$ cat src/rtl/core/assert_macros.svh
// Assertion macros shared by the RTL. Define ASSERT_OFF to compile them out.
`ifndef ASSERT_MACROS_SVH
`define ASSERT_MACROS_SVH

`ifndef ASSERT_OFF

// Property that must hold at every clock edge outside reset
`define ASSERT_PROP(label, clk, rst, prop, msg) \
   label: assert property (@(posedge clk) disable iff (rst) (prop)) else $error(msg);

// Antecedent in one cycle implies consequent in the next
`define ASSERT_NEXT(label, clk, rst, ante, cons, msg) \
   label: assert property (@(posedge clk) disable iff (rst) (ante) |=> (cons)) else $error(msg);

`else

`define ASSERT_PROP(label, clk, rst, prop, msg)
`define ASSERT_NEXT(label, clk, rst, ante, cons, msg)

`endif

`endif

$ cat src/rtl/core/mps_pkg.sv
// ----------------------------------------------------------------------------
// mps_pkg
// Shared constants, types and helpers of the multichannel PWM scheduler.
// ----------------------------------------------------------------------------
`default_nettype none

package mps_pkg;

   // Sizing
   localparam int CHANNELS  = 32;
   localparam int TIME_BITS = 16;
   localparam int FIELD_W   = 16;
   localparam int LEVEL_W   = 32;
   localparam int CHAN_W    = 5;
   localparam int MODE_W    = 2;

   // Transaction modes
   localparam logic [MODE_W-1:0] MODE_TICK   = 2'd0;
   localparam logic [MODE_W-1:0] MODE_TIMING = 2'd1;
   localparam logic [MODE_W-1:0] MODE_ENABLE = 2'd2;

   // Reset timings, wrapped to the phase width
   localparam logic [TIME_BITS-1:0] RESET_PERIOD = TIME_BITS'(2000);
   localparam logic [TIME_BITS-1:0] RESET_WIDTH  = TIME_BITS'(100);

   typedef logic [TIME_BITS-1:0] time_type;

   // Per-channel command issued for one transaction
   typedef struct packed {
      logic     tick;
      logic     wr_timing;
      logic     wr_enable;
      logic     pwm_on;
      time_type period;
      time_type width;
   } chan_cmd_type;

   // Fit a 16-bit tick count into the phase width (truncate or zero-extend)
   function automatic time_type to_time(input logic [FIELD_W-1:0] v);
      logic [TIME_BITS+FIELD_W-1:0] ext;
      ext = {{TIME_BITS{1'b0}}, v};
      return ext[TIME_BITS-1:0];
   endfunction

endpackage

`default_nettype wire

$ cat src/rtl/core/mps_channel.sv
// ----------------------------------------------------------------------------
// mps_channel
// State of one PWM channel: settings, latched timings, phase and level.
// ----------------------------------------------------------------------------
`default_nettype none

module mps_channel (
   input  wire logic                 clock,
   input  wire logic                 reset,
   input  wire mps_pkg::chan_cmd_type cmd,
   output logic                      level_next
);
   import mps_pkg::*;

   time_type period_setting_ff, period_setting_in;
   time_type width_setting_ff,  width_setting_in;
   logic     enabled_ff,        enabled_in;
   logic     active_ff,         active_in;
   time_type lat_period_ff,     lat_period_in;
   time_type lat_width_ff,      lat_width_in;
   time_type phase_ff,          phase_in;
   logic     level_ff,          level_in;
   time_type phase_inc;

   // Next state for settings writes and ticks
   always_comb begin
      period_setting_in = period_setting_ff;
      width_setting_in  = width_setting_ff;
      enabled_in        = enabled_ff;
      active_in         = active_ff;
      lat_period_in     = lat_period_ff;
      lat_width_in      = lat_width_ff;
      phase_in          = phase_ff;
      level_in          = level_ff;
      phase_inc         = phase_ff + time_type'(1);

      if (cmd.wr_timing) begin
         period_setting_in = cmd.period;
         width_setting_in  = cmd.width;
      end
      if (cmd.wr_enable) begin
         enabled_in = cmd.pwm_on;
      end

      if (cmd.tick) begin
         if (enabled_ff && (!active_ff || phase_inc == lat_period_ff)) begin
            // start of a new period
            active_in     = 1'b1;
            lat_period_in = period_setting_ff;
            lat_width_in  = width_setting_ff;
            phase_in      = '0;
            level_in      = 1'b1;
         end else if (active_ff && phase_inc == lat_width_ff) begin
            level_in = 1'b0;
            phase_in = phase_inc;
         end else if (active_ff && !enabled_ff && phase_inc == lat_period_ff) begin
            // disabled channel ends at the period boundary
            active_in = 1'b0;
            phase_in  = '0;
         end else if (active_ff) begin
            phase_in = phase_inc;
         end
      end
   end

   assign level_next = level_in;

   // State registers
   always_ff @(posedge clock) begin
      if (reset) begin
         period_setting_ff <= RESET_PERIOD;
         width_setting_ff  <= RESET_WIDTH;
         enabled_ff        <= 1'b0;
         active_ff         <= 1'b0;
         lat_period_ff     <= '0;
         lat_width_ff      <= '0;
         phase_ff          <= '0;
         level_ff          <= 1'b0;
      end else begin
         period_setting_ff <= period_setting_in;
         width_setting_ff  <= width_setting_in;
         enabled_ff        <= enabled_in;
         active_ff         <= active_in;
         lat_period_ff     <= lat_period_in;
         lat_width_ff      <= lat_width_in;
         phase_ff          <= phase_in;
         level_ff          <= level_in;
      end
   end

endmodule

`default_nettype wire

$ cat config.mk
export PLATFORM = sky130hd
export DESIGN_NAME = mps_channel
export DESIGN_NICKNAME = d
export VERILOG_FILES = /design/src/rtl/core/assert_macros.svh /design/src/rtl/core/mps_pkg.sv /design/src/rtl/core/mps_channel.sv
export SDC_FILE = /design/constraint.sdc
export NUM_CORES = 1
export LEC_CHECK = 0
export ABC_AREA = 1
export BUFFER_PORTS_ARGS = -buffer_cell sky130_fd_sc_hd__buf_4
export CAP_MARGIN = 20
export CELL_PAD_IN_SITES_DETAIL_PLACEMENT = 2
export CELL_PAD_IN_SITES_GLOBAL_PLACEMENT = 2
export CORE_MARGIN = 4
export CORE_UTILIZATION = 30
export DETAILED_ROUTE_END_ITERATION = 7
export PLACE_DENSITY_LB_ADDON = 0.1
export SETUP_SLACK_MARGIN = 0.2
export SKIP_LAST_GASP = 1
export SYNTH_ARGS = -nofsm -noshare
export SYNTH_HDL_FRONTEND = slang
export SYNTH_SLANG_ARGS = --single-unit
$ cat constraint.sdc
create_clock -name clock -period 2.5 [get_ports clock]
set_input_delay 0.375 -clock clock [delete_from_list [all_inputs] [get_ports clock]]
set_output_delay 0.375 -clock clock [all_outputs]
set_load 0.01 [all_outputs]
Yosys cells after proc, flatten, opt, wreduce, memory -nomap -nowiden
Cells that the tools add are included.

Register bits after elaboration: 83. Output and inout port bits: 1. Word-level logic and storage cells: 34.

Eq/ne operators: 3. Reduce and logical (&&, ||, !) cells: 12. Muxes and demuxes: 10. Add/sub/neg operators: 1.

Operator list (number): $mux 16 (4); $eq 16x16->1 (2); $add 16x1->16 const B (1); $mux 1 (6); $logic_and 1x1->1 (4); $reduce_and 2->1 (2); $reduce_bool 4->1 (1); $reduce_and 3->1 (1); $logic_not 1->1 (2); $ne 2x2->1 const B (1); $reduce_bool 2->1 (1); $logic_or 1x1->1 (1).

Depth between registers and ports, before layout
Gate-level depths: netlist of run 1.

Depth after elaboration: 6. Gate-level depth with buffers: 18.

Worst setup path before layout of run 1
No wires, ideal clock.

Path kind: register to output. From: register phase_ff[1]. To: output level_next. Stages on the path, launching flop included: 15. Slack: 0.127 ns. Arrival: 1.998 ns. Path through: dfxtp_1 -> ha_1 -> nand2_2 -> nor2_4 -> nand4_1 -> nand2_1 -> nand2_1 -> nand2_1 -> nand2_1 -> nor2_1 -> nand3_2 -> nand2_4 -> nand3_4 -> buf_2 -> nand2_1.

Cells in the longest elaborated chain, start to end: 6.

Ends and longest elaborated chain: start: declaration (line mps_channel.sv:21) `time_type phase_ff, phase_in;`; start signal: assignment (line mps_channel.sv:86) `phase_ff <= phase_in;`; $add 16x1->16 * (line mps_channel.sv:35) `phase_inc = phase_ff + time_type'(1);`; $eq 16x16->1 (on tied branches) (line mps_channel.sv:53, mps_channel.sv:46); $logic_and 1x1->1 / $logic_or 1x1->1 (equally long branches) (line mps_channel.sv:53, mps_channel.sv:46); $mux 1 / $logic_and 1x1->1 (equally long branches) (line mps_channel.sv:53, mps_channel.sv:46); $mux 1 * (line mps_channel.sv:46) `if (enabled_ff && (!active_ff || phase_inc == lat_period_ff)) begin`; $mux 1 * (line mps_channel.sv:45) `if (cmd.tick) begin`; end: declaration (line mps_channel.sv:11) `output logic level_next`.

Mark *: on every way between the ends. The rest lies on a longest branch, timed or not.

Worst setup path in the final report of run 1
From: register phase_ff[7]. To: output level_next.

The elaborated chain is that of the path after synthesis.

==> results.yml, run 1 <==
final_layout:
  area_growth_syn_to_layout_pct: 60.6
  drive_gt1_share_pct: 41.0
  final_cell_area_um2: 6720
  insertedDiodeCount: 0
  design.final.nets: 804
power:
  irDropWorstVdd_mv: 0.652
  power.sequential.fraction_pct: 40.8
  power_switching_share_pct: 30.8
  power.density_nw_per_um2: 535
  net_switching_power_w: 0.00111
  power.total_w: 0.00359
  power_frac_clock_pct: 42.5
  combPwrFrac_pct: 16.8
  power_leakage_nw: 2.77
  p_int_w: 0.00249
global_route:
  grt_overflow: 0
  grt_pass1_wl_um: 33500
  via_count_of_the_first_global_routing_pass: 5621
  grt_start_max_net_pins: 34
  grt_use_total_pct: 27.0
  grt_antenna_before_repair: 0
cts:
  cts.sinks: 83
  cts_max_path_bufs: 2
  numCtsBuffers: 9
  clock_tree.htree_level_count: 3
  cts_root_buf: "sky130_fd_sc_hd__clkbuf_16"
  clk-insertion-delay-late_ps: 370
  clk_pin_slew_ps: 70
  cts_tree: "yes"
synthesis:
  synth.yosys.seq_area_share_pct: 39.7
  syn_nets: 707
  syn_area_per_cell_um2: 6.27
  netlist_area_before_placement_um2: 4190
  post_synth_num_cell_types: 24
  synthesis.yosys.warnings: 0
  synth-seq-cells: 83
  postSynthCellCount: 668
critical_path:
  cpPeakStageDelay_ps: 400
  crit_path_top_delay_cell: "sky130_fd_sc_hd__dfxtp_1"
  critPathTopFamily: "simple AND/OR/NAND/NOR gates"
  reg2reg_slack_ps: -430
  critPathMaxFanout: 3
  worst-path-buf-inv: 1
  crit_top_cell: "sky130_fd_sc_hd__nand2_1"
  regToRegEndpoint: "lat_period_ff[4]"
  worstSetupStartpoint: "phase_ff[7]"
  worstSetupEndpointType: "output pin"
  rr_startpoint: "phase_ff[2]"
  reg2reg_depth: 18
  worst-setup-path-type: "reg -> out"
  critPathArrivalTime_ps: 2650
  timing.critical_path.from_type: "flip-flop"
  critical_path_rt_ps: 2120
  worstPathCellList: "nand2_1 > nor2_2 > nand2_2 > o21bai_4 > nand2_1 > nand2_1 > nand3_1 > nor2_2 > nand3_2 > o21ai_4 > nand2_4 > buf_6"
die:
  row_count: 42
  die_area_um2: 15900
  coreArea_um2: 13500
  die_h_um: 126
  initial_core_util_pct: 31.1
  die_width_um: 126
  ioPinCount: 39
sta:
  final.setup.worst_slack_ps: -528
  final.period_utilization_pct: 121
  timing_worst_slew_pin_value_ps: 1030
  rsz_0062_raised_after_global_routing: "true"
  finalSetupViolCount: 51
  finalMaxSlewViolations: 0
  worst_clock_skew_ps: 20.1
  hold_viol: 0
  final_period_minus_worst_setup_slack_ps: 3030
  setup_total_negative_slack_ps: -16010
  timing.max_slew.rel_slack_pct: 31.3
  fmax_ghz: 0.330
route:
  detail_route.drc_violations: 0
  postRouteWirelength_um: 25500
  drt_first_iter_violations: 309
  drt_pass1_iterations: 5
  routedWlPerCell_um: 26.9
  drt-vias-per-instance: 5.54
  vias: 5243
  remaining_antenna_violation_count_after_routing: 0
job:
  timing.max_cap.violations: 0
outcome:
  violations: "setup timing"
  outcome: "finished, violations left"
hold_path:
  worstHoldPathCells: 2
  hold_path_class: "in -> reg"
  hold_path_end: "enabled_ff"
  hold_path_startpoint: "cmd[33]"
placement:
  placement.io_buffers: 38
  place.gp.congestion: 0.860
  hpwlAfterDp_um: 11700
  post_dp_cell_area_um2: 4880
[area by class of cell]
| class | count | area [µm²] |
|---|---|---|
| clock inverters | 5 | 67.6 |
| multi-input cells | 505 | 3050 |
| repair buffers | 113 | 1250 |
| clock buffers | 11 | 253 |
| fillers | 1525 | 6730 |
| well taps | 176 | 220 |
| flip-flops and latches | 83 | 1680 |
| inverters | 53 | 199 |
[cells in the final DEF (no fill, tap or decap), drive strengths merged]
cell,Yosys,final
buf,8,113
nor2,145,147
o21ai,27,27
xor2,4,4
nand3,77,77
xnor2,1,1
a21oi,27,27
clkbuf,21,11
dfxtp,83,83
o21bai,1,1
nand3b,1,1
clkinv,0,1
nand2,200,200
bufinv,0,1
or2,1,1
inv,53,56
nand4,18,18
ha,1,1
[per-layer routing]
layer	up-vias	track usage (%)	part of all wire [%]
li1	2319	-	-
met1	2695	32.9	41
met2	154	49.6	51
met3	75	4.36	3.4
met4	0	6.62	4.5
met5	-	0	0
[cell usage after synthesis (all sizes together)]
cell type,instances,area [µm²]
nand2,200,766
ha,1,12.5
o21ai,27,135
nor2,145,574
nand3,77,403
o21bai,1,11.3
buf,8,40.0
nand4,18,113
clkbuf,21,78.8
or2,1,6.26
xnor2,1,8.76
xor2,4,35.0
nand3b,1,7.51
dfxtp,83,1660
a21oi,27,135
inv,53,199
[what timing repair did]
action                     CTS  global route
hold buffers                 0             0
gates cloned                15             0
resized for setup          123           140
hold endpoints to repair     0             0
pin swaps                   52            54
setup endpoints to repair   51            51
setup buffers               15            13
[metrics by stage]
stage	util (%)	setup WS [ps]	hold WS (ps)	cells
after floorplan	-	237	429	668
after global placement	36.3	-97.7	446	887
after detailed placement	36.3	-200	452	887
after CTS	45.4	-252	210	933
after global routing	50.0	-565	249	946
final	50.0	-528	237	946
[worst register-to-register path: stages (launching register included)]
cell	delay, ps
sky130_fd_sc_hd__dfxtp_4	400
sky130_fd_sc_hd__inv_2	110
sky130_fd_sc_hd__nor2_4	240
sky130_fd_sc_hd__nand4_1	250
sky130_fd_sc_hd__nand2_1	240
sky130_fd_sc_hd__nand2_1	90
sky130_fd_sc_hd__nand2_1	120
sky130_fd_sc_hd__nand2_2	70
sky130_fd_sc_hd__nor2_2	140
sky130_fd_sc_hd__nand3_2	140
sky130_fd_sc_hd__nand2_4	130
sky130_fd_sc_hd__nand3_4	100
sky130_fd_sc_hd__buf_8	200
sky130_fd_sc_hd__buf_12	150
sky130_fd_sc_hd__buf_12	130
sky130_fd_sc_hd__buf_16	130
sky130_fd_sc_hd__nand2_4	60
sky130_fd_sc_hd__nand2_2	50
sky130_fd_sc_hd__nor2_2	130
[power by group through the flow]
stage / Sequential [W] / Combinational, W / Clock [W]
6_report: 0.00147 / 0.000602 / 0.00153
5_1_grt: 0.00147 / 0.000640 / 0.00160
4_1_cts: 0.00145 / 0.000470 / 0.00148
3_5_place_dp: 0.00147 / 0.000340 / 0
3_3_place_gp: 0.00147 / 0.000327 / 0
2_1_floorplan: 0.00145 / 0.000208 / 0
[logic make-up (layout without fill, tap and decap cells)]
logic type | Yosys count | count (layout) | synth area share [%]
AOI/OAI and AO/OA | 55 | 55 | 6.72
xor gates and xnor gates | 5 | 5 | 1.05
adders and majority gates | 1 | 1 | 0.299
buffers and inverters | 82 | 182 | 7.59
DFF | 83 | 83 | 39.7
and+or+nand+nor | 442 | 444 | 44.7
[worst max path at each step]
stage / endpoint / slack [ps] / cells after the start
floorplan: level_next / 240 / 14
global placement: level_next / -100 / 13
CTS: level_next / -250 / 12
finish: level_next / -530 / 12
detailed placement: level_next / -200 / 13
global route: level_next / -570 / 14
[state kept, by name, summed over array words and instances (netlist names)]
signal	count
width_setting_ff	16
lat_period_ff	16
enabled_ff	1
lat_width_ff	16
period_setting_ff	16
level_ff	1
active_ff	1
phase_ff	16
(Power assumes the default switching activity.)
==> run 2: changes to the inputs <==
CORE_UTILIZATION = 32   (was 30)
==> results.yml, run 2 (synthesized netlist as in run 1, its figures left out) <==
sta:
  rsz_0062_raised_after_global_routing: "true"
  final.period_utilization_pct: 124
  hold_viol: 0
  final_period_minus_worst_setup_slack_ps: 3100
  fmax_ghz: 0.322
  worst_clock_skew_ps: 16.9
  finalMaxSlewViolations: 0
  finalSetupViolCount: 51
  setup_total_negative_slack_ps: -24610
  timing.max_slew.rel_slack_pct: 24.1
  timing_worst_slew_pin_value_ps: 1140
  final.setup.worst_slack_ps: -603
placement:
  post_dp_cell_area_um2: 4880
  hpwlAfterDp_um: 11900
  placement.io_buffers: 38
  placed_cells: 881
  place.gp.congestion: 0.871
final_layout:
  number_of_standard_cells_in_the_layout_taps_in_and_fillers_out: 933
  fin_util_pct: 52.5
  commonest_non_fill_non_tap_cell_in_the_layout: "sky130_fd_sc_hd__nand2_1"
  most-common-layout-cells: "sky130_fd_sc_hd__nand2_1, sky130_fd_sc_hd__nor2_1, sky130_fd_sc_hd__dfxtp_1, sky130_fd_sc_hd__buf_4, sky130_fd_sc_hd__nand3_1"
  area_growth_syn_to_layout_pct: 59.6
  insertedDiodeCount: 0
  design.final.nets: 796
  fillers: 1428
  drive_gt1_share_pct: 41.4
  final_cell_area_um2: 6680
critical_path:
  worstSetupEndpointType: "flip-flop"
  critPathArrivalTime_ps: 3370
  rr_startpoint: "phase_ff[11]"
  reg2reg_depth: 19
  crit_end: "lat_width_ff[7]"
  critPathMaxFanout: 6
  timing.critical_path.from_type: "flip-flop"
  reg2reg_slack_ps: -600
  regToRegEndpoint: "lat_width_ff[7]"
  critical_path_rt_ps: 2770
  worstSetupStartpoint: "phase_ff[11]"
  worst-setup-path-type: "reg -> reg"
route:
  met2_length_um: 14100
  routedWlPerCell_um: 29.7
  drt_first_iter_violations: 419
  met3WireLength_um: 1540
  met1_length_um: 10800
  remaining_antenna_violation_count_after_routing: 0
  vias: 5392
  postRouteWirelength_um: 27800
  detail_route.drc_violations: 0
  drt-vias-per-instance: 5.78
  maxUsedRoutingLayer: "met4"
  drt_pass1_iterations: 5
die:
  die_area_um2: 15000
  die_h_um: 122
  coreArea_um2: 12700
  die_width_um: 122
  row_count: 41
  initial_core_util_pct: 32.9
  ioPinCount: 39
cts:
  clk-insertion-delay-late_ps: 370
  cts.sinks: 83
  clk_pin_slew_ps: 70
  numCtsBuffers: 9
  cts_tree: "yes"
  clock_tree.htree_level_count: 3
  cts_root_buf: "sky130_fd_sc_hd__clkbuf_16"
  cts_max_path_bufs: 2
power:
  p_int_w: 0.00241
  combPwrFrac_pct: 18.0
  irDropWorstVdd_mv: 0.800
  power_leakage_nw: 2.71
  power_switching_share_pct: 31.8
  power_frac_clock_pct: 40.5
  net_switching_power_w: 0.00112
  power.sequential.fraction_pct: 41.5
  power.density_nw_per_um2: 529
global_route:
  grt_overflow: 0
  grt_antenna_before_repair: 0
  via_count_of_the_first_global_routing_pass: 5804
  grt_pass1_wl_um: 34100
  grt_use_total_pct: 30.3
  grt_start_max_net_pins: 35
outcome:
  outcome: "finished, violations left"
  violations: "setup timing"
hold_path:
  hold_path_class: "in -> reg"
job:
  timing.max_cap.violations: 0
## run 2: stage by stage
stage          hold WS [ps]  setup slack, ps  power [W]
3_5_place_dp            458             -276    0.00181
3_3_place_gp            449             -159    0.00179
6_report                215             -603    0.00353
5_1_grt                 202             -670    0.00362
4_1_cts                 206             -289    0.00328
2_1_floorplan           429              237    0.00165
## run 2: metal layers
layer,GRT usage (%),vias to the layer above
met3,5.35,95
li1,-,2294
met2,54.2,269
met5,0,-
met4,13.3,0
met1,35.3,2734
## run 2: worst min path at each step
| stage | slack, ps | end | start | depth (start not counted) |
|---|---|---|---|---|
| after floorplan | 430 | period_setting_ff[10] | period_setting_ff[10] | 2 |
| after global routing | 200 | enabled_ff | cmd[33] | 2 |
| after global placement | 450 | width_setting_ff[6] | width_setting_ff[6] | 2 |
| final | 210 | enabled_ff | cmd[33] | 2 |
| after CTS | 210 | enabled_ff | cmd[33] | 2 |
| after detailed placement | 460 | period_setting_ff[7] | period_setting_ff[7] | 2 |
## run 2: cell type report
| class | count | area (µm²) | share of cell area [%] |
|---|---|---|---|
| Sequential cell | 83 | 1680 | 25.1 |
| Multi-Input combinational cell | 503 | 3150 | 47.2 |
| Inverter | 53 | 199 | 2.98 |
| Timing Repair Buffer | 107 | 1150 | 17.2 |
| Tap cell | 172 | 215 | 3.22 |
| Clock buffer | 10 | 229 | 3.43 |
| Clock inverter | 5 | 62.6 | 0.936 |
## run 2: power groups by stage
stage	Sequential (W)	Combinational [W]	Clock, W
after floorplan	0.00145	0.000208	0
after global placement	0.00147	0.000323	0
after detailed placement	0.00147	0.000339	0
after CTS	0.00144	0.000446	0.00139
after global routing	0.00147	0.000665	0.00149
final	0.00147	0.000637	0.00143
## run 2: critical path, cell delays in order (launching register included)
cell                      delay, ps
sky130_fd_sc_hd__dfxtp_1        390
sky130_fd_sc_hd__buf_4          170
sky130_fd_sc_hd__nand2_1        120
sky130_fd_sc_hd__nor2_1         190
sky130_fd_sc_hd__nand2_1        150
sky130_fd_sc_hd__nor2_1         190
sky130_fd_sc_hd__nand2_1        160
sky130_fd_sc_hd__nand3_1        130
sky130_fd_sc_hd__nand3_1        100
sky130_fd_sc_hd__nor2_1         220
sky130_fd_sc_hd__nand3_4        140
sky130_fd_sc_hd__nand2_4        100
sky130_fd_sc_hd__nand3_4         70
sky130_fd_sc_hd__buf_6          150
sky130_fd_sc_hd__buf_12         130
sky130_fd_sc_hd__buf_12         140
sky130_fd_sc_hd__buf_16         160
sky130_fd_sc_hd__nand2_4         60
sky130_fd_sc_hd__nand2_2         50
sky130_fd_sc_hd__nor2_1         190
## run 2: timing repair
item / 4_1_cts / 5_1_grt
resized for setup: 111 / 172
pin swaps: 27 / 46
gates cloned: 6 / 3
setup buffers: 21 / 7
hold buffers: 0 / 0
setup endpoints to repair: 51 / 51
